### config.mk
export PLATFORM = sky130hd
export DESIGN_NAME = point_translate_scale_rotate_core
export DESIGN_NICKNAME = d
export VERILOG_FILES = /design/src/sv/pstr_pkg.sv /design/src/sv/pstr_operand.sv /design/src/sv/pstr_mult.sv /design/src/sv/pstr_sat.sv /design/src/sv/point_translate_scale_rotate_core.sv
export VERILOG_INCLUDE_DIRS = /design/src /design/src/sv
export SDC_FILE = /design/constraint.sdc
export NUM_CORES = 2
export LEC_CHECK = 0
export BUFFER_PORTS_ARGS = -buffer_cell sky130_fd_sc_hd__buf_2
export CAP_MARGIN = 0
export CORE_MARGIN = 1.5
export CORE_UTILIZATION = 39
export CTS_CLUSTER_DIAMETER = 30
export DETAILED_ROUTE_END_ITERATION = 8
export GPL_ROUTABILITY_DRIVEN = 0
export PLACE_DENSITY = 0.6
export SLEW_MARGIN = 40
export SYNTH_ARGS = -nofsm -noshare
export SYNTH_HDL_FRONTEND = slang
export SYNTH_SLANG_ARGS = --single-unit
### constraint.sdc
create_clock -name clk -period 11.6 [get_ports clk]
set_input_delay 2.32 -clock clk [delete_from_list [all_inputs] [get_ports clk]]
set_output_delay 2.32 -clock clk [all_outputs]
set_load 0.02 [all_outputs]
### src/sv/point_translate_scale_rotate_core_assert.svh
// assertion macros for the vertex transform core
// they expect clk and arst_n in the scope where they are used
`ifndef POINT_TRANSLATE_SCALE_ROTATE_CORE_ASSERT_SVH
`define POINT_TRANSLATE_SCALE_ROTATE_CORE_ASSERT_SVH

// same-cycle implication
`define PSTR_ASSERT_IMP(lbl, ante, cons) \
	lbl: assert property (@(posedge clk) disable iff (!arst_n) (ante) |-> (cons)) \
		else $error("pstr check failed");

// next-cycle implication
`define PSTR_ASSERT_NXT(lbl, ante, cons) \
	lbl: assert property (@(posedge clk) disable iff (!arst_n) (ante) |=> (cons)) \
		else $error("pstr check failed");

`endif

### src/sv/pstr_pkg.sv
`timescale 1ns / 1ps
package pstr_pkg;

	localparam int TRIG_FRAC_BITS = 15;
	localparam int TRIG_MAG_W     = TRIG_FRAC_BITS + 1;
	localparam int COEF_W         = TRIG_MAG_W + 1;
	localparam int OFFS_W         = 16;
	localparam int SCALE_W        = 8;
	localparam int ANGLE_W        = 9;
	localparam int MODE_W         = 2;
	localparam int CFG_IDX_W      = 3;
	localparam int CFG_DATA_W     = 16;
	localparam int REM_W          = 7;
	localparam int FULL_TURN      = 360;
	localparam int HALF_TURN      = 180;
	localparam int QUARTER_TURN   = 90;
	localparam int THREE_QUARTERS = 270;

	typedef enum logic [MODE_W-1:0] {
		MODE_TRANSLATE = 2'd0,
		MODE_SCALE     = 2'd1,
		MODE_ROTATE    = 2'd2,
		MODE_PASS      = 2'd3
	} mode_t;

	localparam logic [CFG_IDX_W-1:0] CFG_MODE     = 3'd0;
	localparam logic [CFG_IDX_W-1:0] CFG_OFFSET_X = 3'd1;
	localparam logic [CFG_IDX_W-1:0] CFG_OFFSET_Y = 3'd2;
	localparam logic [CFG_IDX_W-1:0] CFG_SCALE_X  = 3'd3;
	localparam logic [CFG_IDX_W-1:0] CFG_SCALE_Y  = 3'd4;
	localparam logic [CFG_IDX_W-1:0] CFG_ANGLE    = 3'd5;

	// side info that travels with each vertex
	typedef struct packed {
		logic last;
		logic rot;
	} ctl_t;

	// round(sin(r deg) * 2^15), r = 0..90
	localparam logic [TRIG_MAG_W-1:0] SIN_LUT [0:90] = '{
		16'd0,     16'd572,   16'd1144,  16'd1715,  16'd2286,
		16'd2856,  16'd3425,  16'd3993,  16'd4560,  16'd5126,
		16'd5690,  16'd6252,  16'd6813,  16'd7371,  16'd7927,
		16'd8481,  16'd9032,  16'd9580,  16'd10126, 16'd10668,
		16'd11207, 16'd11743, 16'd12275, 16'd12803, 16'd13328,
		16'd13848, 16'd14365, 16'd14876, 16'd15384, 16'd15886,
		16'd16384, 16'd16877, 16'd17364, 16'd17847, 16'd18324,
		16'd18795, 16'd19261, 16'd19720, 16'd20174, 16'd20622,
		16'd21063, 16'd21498, 16'd21926, 16'd22348, 16'd22763,
		16'd23170, 16'd23571, 16'd23965, 16'd24351, 16'd24730,
		16'd25102, 16'd25466, 16'd25822, 16'd26170, 16'd26510,
		16'd26842, 16'd27166, 16'd27482, 16'd27789, 16'd28088,
		16'd28378, 16'd28660, 16'd28932, 16'd29197, 16'd29452,
		16'd29698, 16'd29935, 16'd30163, 16'd30382, 16'd30592,
		16'd30792, 16'd30983, 16'd31164, 16'd31336, 16'd31499,
		16'd31651, 16'd31795, 16'd31928, 16'd32052, 16'd32166,
		16'd32270, 16'd32365, 16'd32449, 16'd32524, 16'd32588,
		16'd32643, 16'd32688, 16'd32723, 16'd32748, 16'd32763,
		16'd32768
	};

endpackage

### src/sv/pstr_operand.sv
`timescale 1ns / 1ps
// stage 1: angle reduction, trig lookup and per-mode operand select
module pstr_operand import pstr_pkg::*; #(
	parameter int COORD_WIDTH = 16,
	parameter int EXT_W       = 17
) (
	input  logic                        clk,
	input  logic                        en,
	input  logic signed [COORD_WIDTH-1:0] x_in,
	input  logic signed [COORD_WIDTH-1:0] y_in,
	input  logic                        last_in,
	input  mode_t                       mode,
	input  logic signed [OFFS_W-1:0]    offset_x,
	input  logic signed [OFFS_W-1:0]    offset_y,
	input  logic signed [SCALE_W-1:0]   scale_x,
	input  logic signed [SCALE_W-1:0]   scale_y,
	input  logic [ANGLE_W-1:0]          angle_deg,
	output logic signed [EXT_W-1:0]     dx_s1,
	output logic signed [EXT_W-1:0]     dy_s1,
	output logic signed [COEF_W-1:0]    cx_s1,
	output logic signed [COEF_W-1:0]    cy_s1,
	output logic signed [COEF_W-1:0]    sn_s1,
	output ctl_t                        ctl_s1
);

	logic [ANGLE_W-1:0]          a_mod;
	logic [1:0]                  quad;
	logic [REM_W-1:0]            rem;
	logic [TRIG_MAG_W-1:0]       mag_lo, mag_hi, sin_mag, cos_mag;
	logic signed [COEF_W-1:0]    sin_c, cos_c;
	logic signed [EXT_W-1:0]     x_e, y_e, ox_e, oy_e;
	logic signed [EXT_W-1:0]     dx, dy;
	logic signed [COEF_W-1:0]    cx, cy, sn;

	// angle into 0..359, then quadrant and remainder
	always_comb begin
		a_mod = (angle_deg >= ANGLE_W'(FULL_TURN)) ? angle_deg - ANGLE_W'(FULL_TURN)
			: angle_deg;
		if (a_mod >= ANGLE_W'(THREE_QUARTERS)) begin
			quad = 2'd3;
			rem  = REM_W'(a_mod - ANGLE_W'(THREE_QUARTERS));
		end else if (a_mod >= ANGLE_W'(HALF_TURN)) begin
			quad = 2'd2;
			rem  = REM_W'(a_mod - ANGLE_W'(HALF_TURN));
		end else if (a_mod >= ANGLE_W'(QUARTER_TURN)) begin
			quad = 2'd1;
			rem  = REM_W'(a_mod - ANGLE_W'(QUARTER_TURN));
		end else begin
			quad = 2'd0;
			rem  = REM_W'(a_mod);
		end
	end

	// quarter-wave symmetry; cos(a) = sin(a + 90)
	always_comb begin
		mag_lo  = SIN_LUT[rem];
		mag_hi  = SIN_LUT[REM_W'(QUARTER_TURN) - rem];
		sin_mag = quad[0] ? mag_hi : mag_lo;
		cos_mag = quad[0] ? mag_lo : mag_hi;
		sin_c   = quad[1] ? -$signed({1'b0, sin_mag}) : $signed({1'b0, sin_mag});
		cos_c   = (quad[1] ^ quad[0]) ? -$signed({1'b0, cos_mag})
			: $signed({1'b0, cos_mag});
	end

	assign x_e  = {{(EXT_W-COORD_WIDTH){x_in[COORD_WIDTH-1]}}, x_in};
	assign y_e  = {{(EXT_W-COORD_WIDTH){y_in[COORD_WIDTH-1]}}, y_in};
	assign ox_e = {{(EXT_W-OFFS_W){offset_x[OFFS_W-1]}}, offset_x};
	assign oy_e = {{(EXT_W-OFFS_W){offset_y[OFFS_W-1]}}, offset_y};

	// all modes map onto dx*cx - dy*sn and dx*sn + dy*cy
	always_comb begin
		dx = x_e;
		dy = y_e;
		cx = COEF_W'(1);
		cy = COEF_W'(1);
		sn = '0;
		case (mode)
			MODE_TRANSLATE: begin
				dx = x_e + ox_e;
				dy = y_e + oy_e;
			end
			MODE_SCALE: begin
				cx = {{(COEF_W-SCALE_W){scale_x[SCALE_W-1]}}, scale_x};
				cy = {{(COEF_W-SCALE_W){scale_y[SCALE_W-1]}}, scale_y};
			end
			MODE_ROTATE: begin
				dx = x_e - ox_e;
				dy = y_e - oy_e;
				cx = cos_c;
				cy = cos_c;
				sn = sin_c;
			end
			default: begin
				dx = x_e;
				dy = y_e;
			end
		endcase
	end

	always_ff @(posedge clk) begin
		if (en) begin
			dx_s1      <= dx;
			dy_s1      <= dy;
			cx_s1      <= cx;
			cy_s1      <= cy;
			sn_s1      <= sn;
			ctl_s1.last <= last_in;
			ctl_s1.rot  <= (mode == MODE_ROTATE);
		end
	end

endmodule

### src/sv/pstr_mult.sv
`timescale 1ns / 1ps
// stage 2: four products; stage 3: combine, add pivot for rotate
module pstr_mult import pstr_pkg::*; #(
	parameter int EXT_W  = 17,
	parameter int PROD_W = 34,
	parameter int SUM_W  = 36
) (
	input  logic                     clk,
	input  logic                     en2,
	input  logic                     en3,
	input  logic signed [EXT_W-1:0]  dx_s1,
	input  logic signed [EXT_W-1:0]  dy_s1,
	input  logic signed [COEF_W-1:0] cx_s1,
	input  logic signed [COEF_W-1:0] cy_s1,
	input  logic signed [COEF_W-1:0] sn_s1,
	input  ctl_t                     ctl_s1,
	input  logic signed [OFFS_W-1:0] offset_x,
	input  logic signed [OFFS_W-1:0] offset_y,
	output logic signed [SUM_W-1:0]  nx_s3,
	output logic signed [SUM_W-1:0]  ny_s3,
	output ctl_t                     ctl_s3
);

	logic signed [PROD_W-1:0] pa_s2, pb_s2, pc_s2, pd_s2;
	ctl_t                     ctl_s2;
	logic signed [SUM_W-1:0]  base_x, base_y;

	always_ff @(posedge clk) begin
		if (en2) begin
			pa_s2  <= PROD_W'(dx_s1) * PROD_W'(cx_s1);
			pb_s2  <= PROD_W'(dy_s1) * PROD_W'(sn_s1);
			pc_s2  <= PROD_W'(dx_s1) * PROD_W'(sn_s1);
			pd_s2  <= PROD_W'(dy_s1) * PROD_W'(cy_s1);
			ctl_s2 <= ctl_s1;
		end
	end

	// pivot scaled into the fraction format of the products
	assign base_x = ctl_s2.rot ? (SUM_W'(offset_x) <<< TRIG_FRAC_BITS) : '0;
	assign base_y = ctl_s2.rot ? (SUM_W'(offset_y) <<< TRIG_FRAC_BITS) : '0;

	always_ff @(posedge clk) begin
		if (en3) begin
			nx_s3  <= base_x + SUM_W'(pa_s2) - SUM_W'(pb_s2);
			ny_s3  <= base_y + SUM_W'(pc_s2) + SUM_W'(pd_s2);
			ctl_s3 <= ctl_s2;
		end
	end

endmodule

### src/sv/pstr_sat.sv
`timescale 1ns / 1ps
// stage 4: truncate toward zero for rotate, clamp to coordinate range
module pstr_sat import pstr_pkg::*; #(
	parameter int COORD_WIDTH = 16,
	parameter int SUM_W       = 36
) (
	input  logic                          clk,
	input  logic                          en,
	input  logic signed [SUM_W-1:0]       nx_s3,
	input  logic signed [SUM_W-1:0]       ny_s3,
	input  ctl_t                          ctl_s3,
	output logic signed [COORD_WIDTH-1:0] x_s4,
	output logic signed [COORD_WIDTH-1:0] y_s4,
	output logic                          sat_s4,
	output logic                          last_s4
);

	localparam logic [COORD_WIDTH-1:0] C_MAX = {1'b0, {(COORD_WIDTH-1){1'b1}}};
	localparam logic [COORD_WIDTH-1:0] C_MIN = {1'b1, {(COORD_WIDTH-1){1'b0}}};

	logic signed [SUM_W-1:0]       num [2];
	logic [COORD_WIDTH-1:0]        val [2];
	logic [1:0]                    ovf;

	assign num[0] = nx_s3;
	assign num[1] = ny_s3;

	for (genvar i = 0; i < 2; i++) begin : g_lane
		logic signed [SUM_W-1:0]         flr;
		logic                            fix;
		logic signed [SUM_W-1:0]         t;
		logic [SUM_W-COORD_WIDTH:0]      hi;

		always_comb begin
			flr    = num[i] >>> TRIG_FRAC_BITS;
			// floor of a negative value with fraction bits moves up by one
			fix    = num[i][SUM_W-1] & (|num[i][TRIG_FRAC_BITS-1:0]);
			t      = ctl_s3.rot ? flr + SUM_W'(fix) : num[i];
			hi     = t[SUM_W-1:COORD_WIDTH-1];
			ovf[i] = !((&hi) || !(|hi));
			val[i] = ovf[i] ? (t[SUM_W-1] ? C_MIN : C_MAX) : t[COORD_WIDTH-1:0];
		end
	end

	always_ff @(posedge clk) begin
		if (en) begin
			x_s4    <= val[0];
			y_s4    <= val[1];
			sat_s4  <= |ovf;
			last_s4 <= ctl_s3.last;
		end
	end

endmodule

### src/sv/point_translate_scale_rotate_core.sv
`timescale 1ns / 1ps
// Vertex transform core: each request carries one polygon vertex (x_in, y_in) and a
// last-vertex mark, and yields one result vertex. Mode 0 adds (offset_x, offset_y),
// mode 1 multiplies by (scale_x, scale_y), mode 2 turns the point counter-clockwise
// by angle_deg whole degrees about the pivot (offset_x, offset_y) using Q2.15 sine
// and cosine from a quarter-wave table, truncating toward zero; mode 3 passes the
// vertex through. Any coordinate outside the signed COORD_WIDTH range is clamped
// and raises saturated; angles above 359 wrap modulo 360. The datapath is a
// four-stage pipeline (operand select and table lookup, multipliers, adders,
// truncate and clamp); one vertex is accepted every clock as long as results are
// taken, and a stalled output stalls only the stages that are full. Configuration
// registers are written through cfg_we / cfg_addr / cfg_wdata and must only
// change while no request is in flight. No memory is cleared after reset.
module point_translate_scale_rotate_core import pstr_pkg::*; #(
	parameter int COORD_WIDTH = 16
) (
	input  logic                          clk,
	input  logic                          arst_n,
	// configuration
	input  logic                          cfg_we,
	input  logic [CFG_IDX_W-1:0]          cfg_addr,
	input  logic [CFG_DATA_W-1:0]         cfg_wdata,
	// vertex in
	input  logic                          in_valid,
	output logic                          in_ready,
	input  logic signed [COORD_WIDTH-1:0] x_in,
	input  logic signed [COORD_WIDTH-1:0] y_in,
	input  logic                          last_in,
	// vertex out
	output logic                          out_valid,
	input  logic                          out_ready,
	output logic signed [COORD_WIDTH-1:0] x_out,
	output logic signed [COORD_WIDTH-1:0] y_out,
	output logic                          saturated,
	output logic                          last_out
);

`include "point_translate_scale_rotate_core_assert.svh"

	// widths: difference/sum with offset, product with a trig coefficient,
	// and the combined sum with the pivot added in
	localparam int EXT_W  = ((COORD_WIDTH > OFFS_W) ? COORD_WIDTH : OFFS_W) + 1;
	localparam int PROD_W = EXT_W + COEF_W;
	localparam int SUM_W  = PROD_W + 2;

	localparam logic [COORD_WIDTH-1:0] COORD_MAX = {1'b0, {(COORD_WIDTH-1){1'b1}}};
	localparam logic [COORD_WIDTH-1:0] COORD_MIN = {1'b1, {(COORD_WIDTH-1){1'b0}}};

	// configuration registers
	mode_t                     mode_q;
	logic signed [OFFS_W-1:0]  offset_x_q;
	logic signed [OFFS_W-1:0]  offset_y_q;
	logic signed [SCALE_W-1:0] scale_x_q;
	logic signed [SCALE_W-1:0] scale_y_q;
	logic [ANGLE_W-1:0]        angle_deg_q;

	always_ff @(posedge clk or negedge arst_n) begin
		if (!arst_n) begin
			mode_q      <= MODE_TRANSLATE;
			offset_x_q  <= '0;
			offset_y_q  <= '0;
			scale_x_q   <= SCALE_W'(1);
			scale_y_q   <= SCALE_W'(1);
			angle_deg_q <= '0;
		end else if (cfg_we) begin
			case (cfg_addr)
				CFG_MODE:     mode_q      <= mode_t'(cfg_wdata[MODE_W-1:0]);
				CFG_OFFSET_X: offset_x_q  <= cfg_wdata[OFFS_W-1:0];
				CFG_OFFSET_Y: offset_y_q  <= cfg_wdata[OFFS_W-1:0];
				CFG_SCALE_X:  scale_x_q   <= cfg_wdata[SCALE_W-1:0];
				CFG_SCALE_Y:  scale_y_q   <= cfg_wdata[SCALE_W-1:0];
				CFG_ANGLE:    angle_deg_q <= cfg_wdata[ANGLE_W-1:0];
				default: ;
			endcase
		end
	end

	// pipeline valid bits; a stage loads when it is empty or the next one moves
	logic valid_s1, valid_s2, valid_s3, valid_s4;
	logic en1, en2, en3, en4;

	assign en4 = !valid_s4 || out_ready;
	assign en3 = !valid_s3 || en4;
	assign en2 = !valid_s2 || en3;
	assign en1 = !valid_s1 || en2;
	assign in_ready = en1;

	always_ff @(posedge clk or negedge arst_n) begin
		if (!arst_n) begin
			valid_s1 <= 1'b0;
			valid_s2 <= 1'b0;
			valid_s3 <= 1'b0;
			valid_s4 <= 1'b0;
		end else begin
			if (en1) begin
				valid_s1 <= in_valid;
			end
			if (en2) begin
				valid_s2 <= valid_s1;
			end
			if (en3) begin
				valid_s3 <= valid_s2;
			end
			if (en4) begin
				valid_s4 <= valid_s3;
			end
		end
	end

	// stage 1: operands
	logic signed [EXT_W-1:0]  dx_s1, dy_s1;
	logic signed [COEF_W-1:0] cx_s1, cy_s1, sn_s1;
	ctl_t                     ctl_s1;

	pstr_operand #(
		.COORD_WIDTH (COORD_WIDTH),
		.EXT_W       (EXT_W)
	) u_operand (
		.clk       (clk),
		.en        (en1),
		.x_in      (x_in),
		.y_in      (y_in),
		.last_in   (last_in),
		.mode      (mode_q),
		.offset_x  (offset_x_q),
		.offset_y  (offset_y_q),
		.scale_x   (scale_x_q),
		.scale_y   (scale_y_q),
		.angle_deg (angle_deg_q),
		.dx_s1     (dx_s1),
		.dy_s1     (dy_s1),
		.cx_s1     (cx_s1),
		.cy_s1     (cy_s1),
		.sn_s1     (sn_s1),
		.ctl_s1    (ctl_s1)
	);

	// stages 2 and 3: products and sums
	logic signed [SUM_W-1:0] nx_s3, ny_s3;
	ctl_t                    ctl_s3;

	pstr_mult #(
		.EXT_W  (EXT_W),
		.PROD_W (PROD_W),
		.SUM_W  (SUM_W)
	) u_mult (
		.clk      (clk),
		.en2      (en2),
		.en3      (en3),
		.dx_s1    (dx_s1),
		.dy_s1    (dy_s1),
		.cx_s1    (cx_s1),
		.cy_s1    (cy_s1),
		.sn_s1    (sn_s1),
		.ctl_s1   (ctl_s1),
		.offset_x (offset_x_q),
		.offset_y (offset_y_q),
		.nx_s3    (nx_s3),
		.ny_s3    (ny_s3),
		.ctl_s3   (ctl_s3)
	);

	// stage 4: truncate, clamp, output register
	pstr_sat #(
		.COORD_WIDTH (COORD_WIDTH),
		.SUM_W       (SUM_W)
	) u_sat (
		.clk     (clk),
		.en      (en4),
		.nx_s3   (nx_s3),
		.ny_s3   (ny_s3),
		.ctl_s3  (ctl_s3),
		.x_s4    (x_out),
		.y_s4    (y_out),
		.sat_s4  (saturated),
		.last_s4 (last_out)
	);

	assign out_valid = valid_s4;

	// back-pressure only reaches the input once every stage holds a request
	`PSTR_ASSERT_IMP(a_stall_full, !in_ready, valid_s1 && valid_s2 && valid_s3 && valid_s4)
	// an accepted request always lands in stage 1
	`PSTR_ASSERT_NXT(a_accept_lands, in_valid && in_ready, valid_s1)
	// a clamp always shows up as an extreme coordinate
	`PSTR_ASSERT_IMP(a_sat_extreme, out_valid && saturated,
		x_out == COORD_MAX || x_out == COORD_MIN || y_out == COORD_MAX || y_out == COORD_MIN)
	// pass-through can never clamp
	`PSTR_ASSERT_IMP(a_pass_nosat, out_valid && mode_q == MODE_PASS, !saturated)

endmodule
==> out/metrics.yaml <==
global_routing:
  grt_pass1_vias: 56899
  overflow: 0
  grt_pass1_wl_mm: 321.8
  grt_start_max_net_pins: 80
  antenna_found_initial: 8
  track_usage_pct: 22.28
critical_path:
  worstSetupPathType: "flip-flop to flip-flop"
  cp_data_arrival_time_ns: 9.39
  cp.required_ns: 12.08
  crit_path_end_kind: "flip-flop"
  cp_max_fo: 43
  critPathSlowestCell: "nand2_2"
  r2r_cells: 24
  crit_path_start_kind: "flip-flop"
  cpPeakStageDelay_ns: 0.70
  cp_cell_sequence: "inv_1, ha_1, and4b_1, a211oi_4, o21a_1, o31a_2, o21ai_1, a221o_1, a31oi_4, buf_4, inv_2, ha_1, a21oi_2, buf_4, nand4_2, nand2_2, mux2i_1, mux2_1, a221oi_2, a32o_1, o211ai_4, or3_1, o31a_1, or2_1"
floorplanning:
  fp.dieH_um: 429.6
  fp.coreArea_um2: 180700
  die_w_um: 429.6
  die-area_um2: 184500
  ios: 93
  initial_utilization_pct: 39.26
  rows: 156
timing:
  fin_skew_ns: 0.09166
  rsz0062_at_grt: "false"
  hold_viol: 0
  min_period_ns: 8.907
  fin_crit_sh_pct: 76.79
  drv_slew: 0
  finalSetupTns_ns: 0
  worstMarginPinSlew_ns: 0.9054
  setup_viol: 0
  relSlewSlack_pct: 39.64
  fmax_mhz: 112.3
clock_network:
  cts_tree: "built"
  ctsResizeCount: 0
  root_buffer: "clkbuf_16"
  postCtsSetupBuffers: 0
  cts_inserted_buffers: 109
  holdBufCountCts: 0
  cts.sinks: 396
  clk_pin_slew_worst_paths_ns: 0.05
  clock_latency_ns: 0.74
  clockBufferDepth: 3
  htree_levels: 3
yosys:
  synth_ff_type: "edfxtp_1"
  synth_area_um2: 70960
  synth_top_area_share_pct: 34.62
  ys_async_sr_fraction_pct: 15.91
  yosys.area.top_type: "fa_1"
  synth_seq_cells: 396
  synth.top_cells.by_area: "fa_1 35%, edfxtp_1 14%, ha_1 8.9%"
  synth_nets: 9348
  yosysWarnings: 0
  netlist-cell-type-count: 124
  synth.yosys.seq_area_share_pct: 16.32
  synth_edf_count: 333
  synth_cells: 7561
  syn_area_per_cell_um2: 9.385
route:
  drt_pass1_iterations: 8
  wirelength_mm: 201.0
  wl_per_cell_um: 20.12
  drc_errors: 0
  ant_nets: 0
  avgViaCountPerCell: 5.432
  drtIter0Drc: 4688
  dr_total_vias: 54281
min_path:
  hold_path.class: "flip-flop to flip-flop"
  hold_depth: 0
cells_and_area:
  drive_gt1_share_pct: 7.585
  final_common_cell: "inv_1"
  design_area_um2: 78040
  area_growth_pct: 9.984
  final_cell_mix: "1342 x inv_1, 1223 x fa_1, 939 x nand2_1"
  layout.nets: 9310
  fin_cells: 9992
job:
  maxCapViolCount: 0
placement:
  port_buffers: 92
  dp_hpwl_mm: 155.4
  placedCellCount: 9776
  placedInstanceArea_um2: 73950
run_status:
  status: "completed"
[per-stage QoR]
step	utilization, %	worst slack [ns]	hold slack, ns
after detailed placement	40.92	2.978	0.4057
after floorplan	-	4.135	0.4003
final	43.18	2.693	0.4141
after global routing	43.18	2.186	0.4180
after CTS	43.12	2.913	0.4166
after global placement	40.83	3.095	0.4037
[registers in the layout, summed over array words and instances (netlist names), 8 cells and up]
name             cells
angle_deg_q          9
offset_x_q          16
offset_y_q          16
scale_x_q            8
scale_y_q            8
u_mult.nx_s3        36
u_mult.ny_s3        36
u_mult.pa_s2        34
u_mult.pb_s2        34
u_mult.pc_s2        34
u_mult.pd_s2        34
u_operand.cx_s1     17
u_operand.cy_s1     17
u_operand.dx_s1     17
u_operand.dy_s1     17
u_operand.sn_s1     17
u_sat.x_s4          16
u_sat.y_s4          16
[final cells by class]
class	count	area, µm²
timing repair buffer	218	1465
clock buffer	125	2809
sequential	396	11580
inverter	1346	5052
fill	17437	102700
clock inverter	83	1177
multi-input combinational	5452	52990
antenna	2	5.005
tap	2370	2965
[final timing paths]
path	startpoint	slack, ns	to
setup / recovery	angle_deg_q[3]	2.69	u_operand.cy_s1[16]
hold / removal	u_mult.ctl_s2[1]	0.41	u_mult.ctl_s3[1]
setup reg to reg	angle_deg_q[3]	2.69	u_operand.cy_s1[16]
hold reg to reg	u_mult.ctl_s2[1]	0.41	u_mult.ctl_s3[1]
max in group asynchronous	arst_n	9.31	offset_x_q[3]
min in group asynchronous	arst_n	1.40	valid_s3
[synth_stat cells (all sizes together) (13+ instances only)]
master	number
inv	1345
fa	1227
nand2	943
ha	503
and2	499
edfxtp	333
clkbuf	299
nor2	282
o21ai	271
xnor2	235
a21oi	229
nand3	130
nor3	115
nand2b	90
buf	68
xor2	67
dfrtp	61
mux2	59
and3	51
a31oi	47
a211oi	45
a21o	45
o211ai	41
o31ai	39
nor4	36
or3	34
mux2i	33
a21boi	31
nand4	28
o21a	25
o21bai	23
or2	21
nor2b	20
a221oi	18
o311ai	18
o41ai	18
o2111ai	17
a41oi	16
o221ai	16
a2111oi	14
a311oi	13
nand4b	13
o22ai	13
[per-layer routing]
| layer | part of all wire (%) | track usage (%) | vias up | routed length, µm |
|---|---|---|---|---|
| met3 | 7.3 | 3.693 | 529 | 14600 |
| met1 | 41 | 28.94 | 27320 | 82250 |
| met4 | 4.9 | 10.05 | 8 | 9845 |
| met2 | 47 | 36.45 | 2179 | 94280 |
| li1 | - | - | 24245 | - |
| met5 | 0.023 | 0 | - | 46 |
[worst max-delay path, delay by kind of cell, from the launching register on]
| family | cells | cell delay, ns |
|---|---|---|
| multiplexers | 2 | 0.47 |
| AND/OR/NAND/NOR | 5 | 2.13 |
| adder cells (fa/ha/maj) | 2 | 0.68 |
| buffers and inverters | 4 | 1.38 |
| AO/OA/AOI/OAI | 11 | 3.47 |
| flip-flops | 1 | 0.48 |
[cell families (layout without fill, tap and decap cells)]
logic type | Yosys count | count (layout) | share of synthesized area [%]
AND/OR/NAND/NOR | 2291 | 2291 | 15.78
adder cells (fa/ha/maj) | 1730 | 1730 | 43.49
buffers and inverters | 1713 | 1772 | 9.275
AO/OA/AOI/OAI | 1036 | 1036 | 9.938
flip-flops | 396 | 396 | 16.32
XOR/XNOR | 302 | 302 | 3.775
multiplexers | 93 | 93 | 1.434
other | 0 | 2 | 0
Power is left out: the tool's default activity adds up to more than one toggle a clock period on the data nets, which glitch-free logic cannot reach.
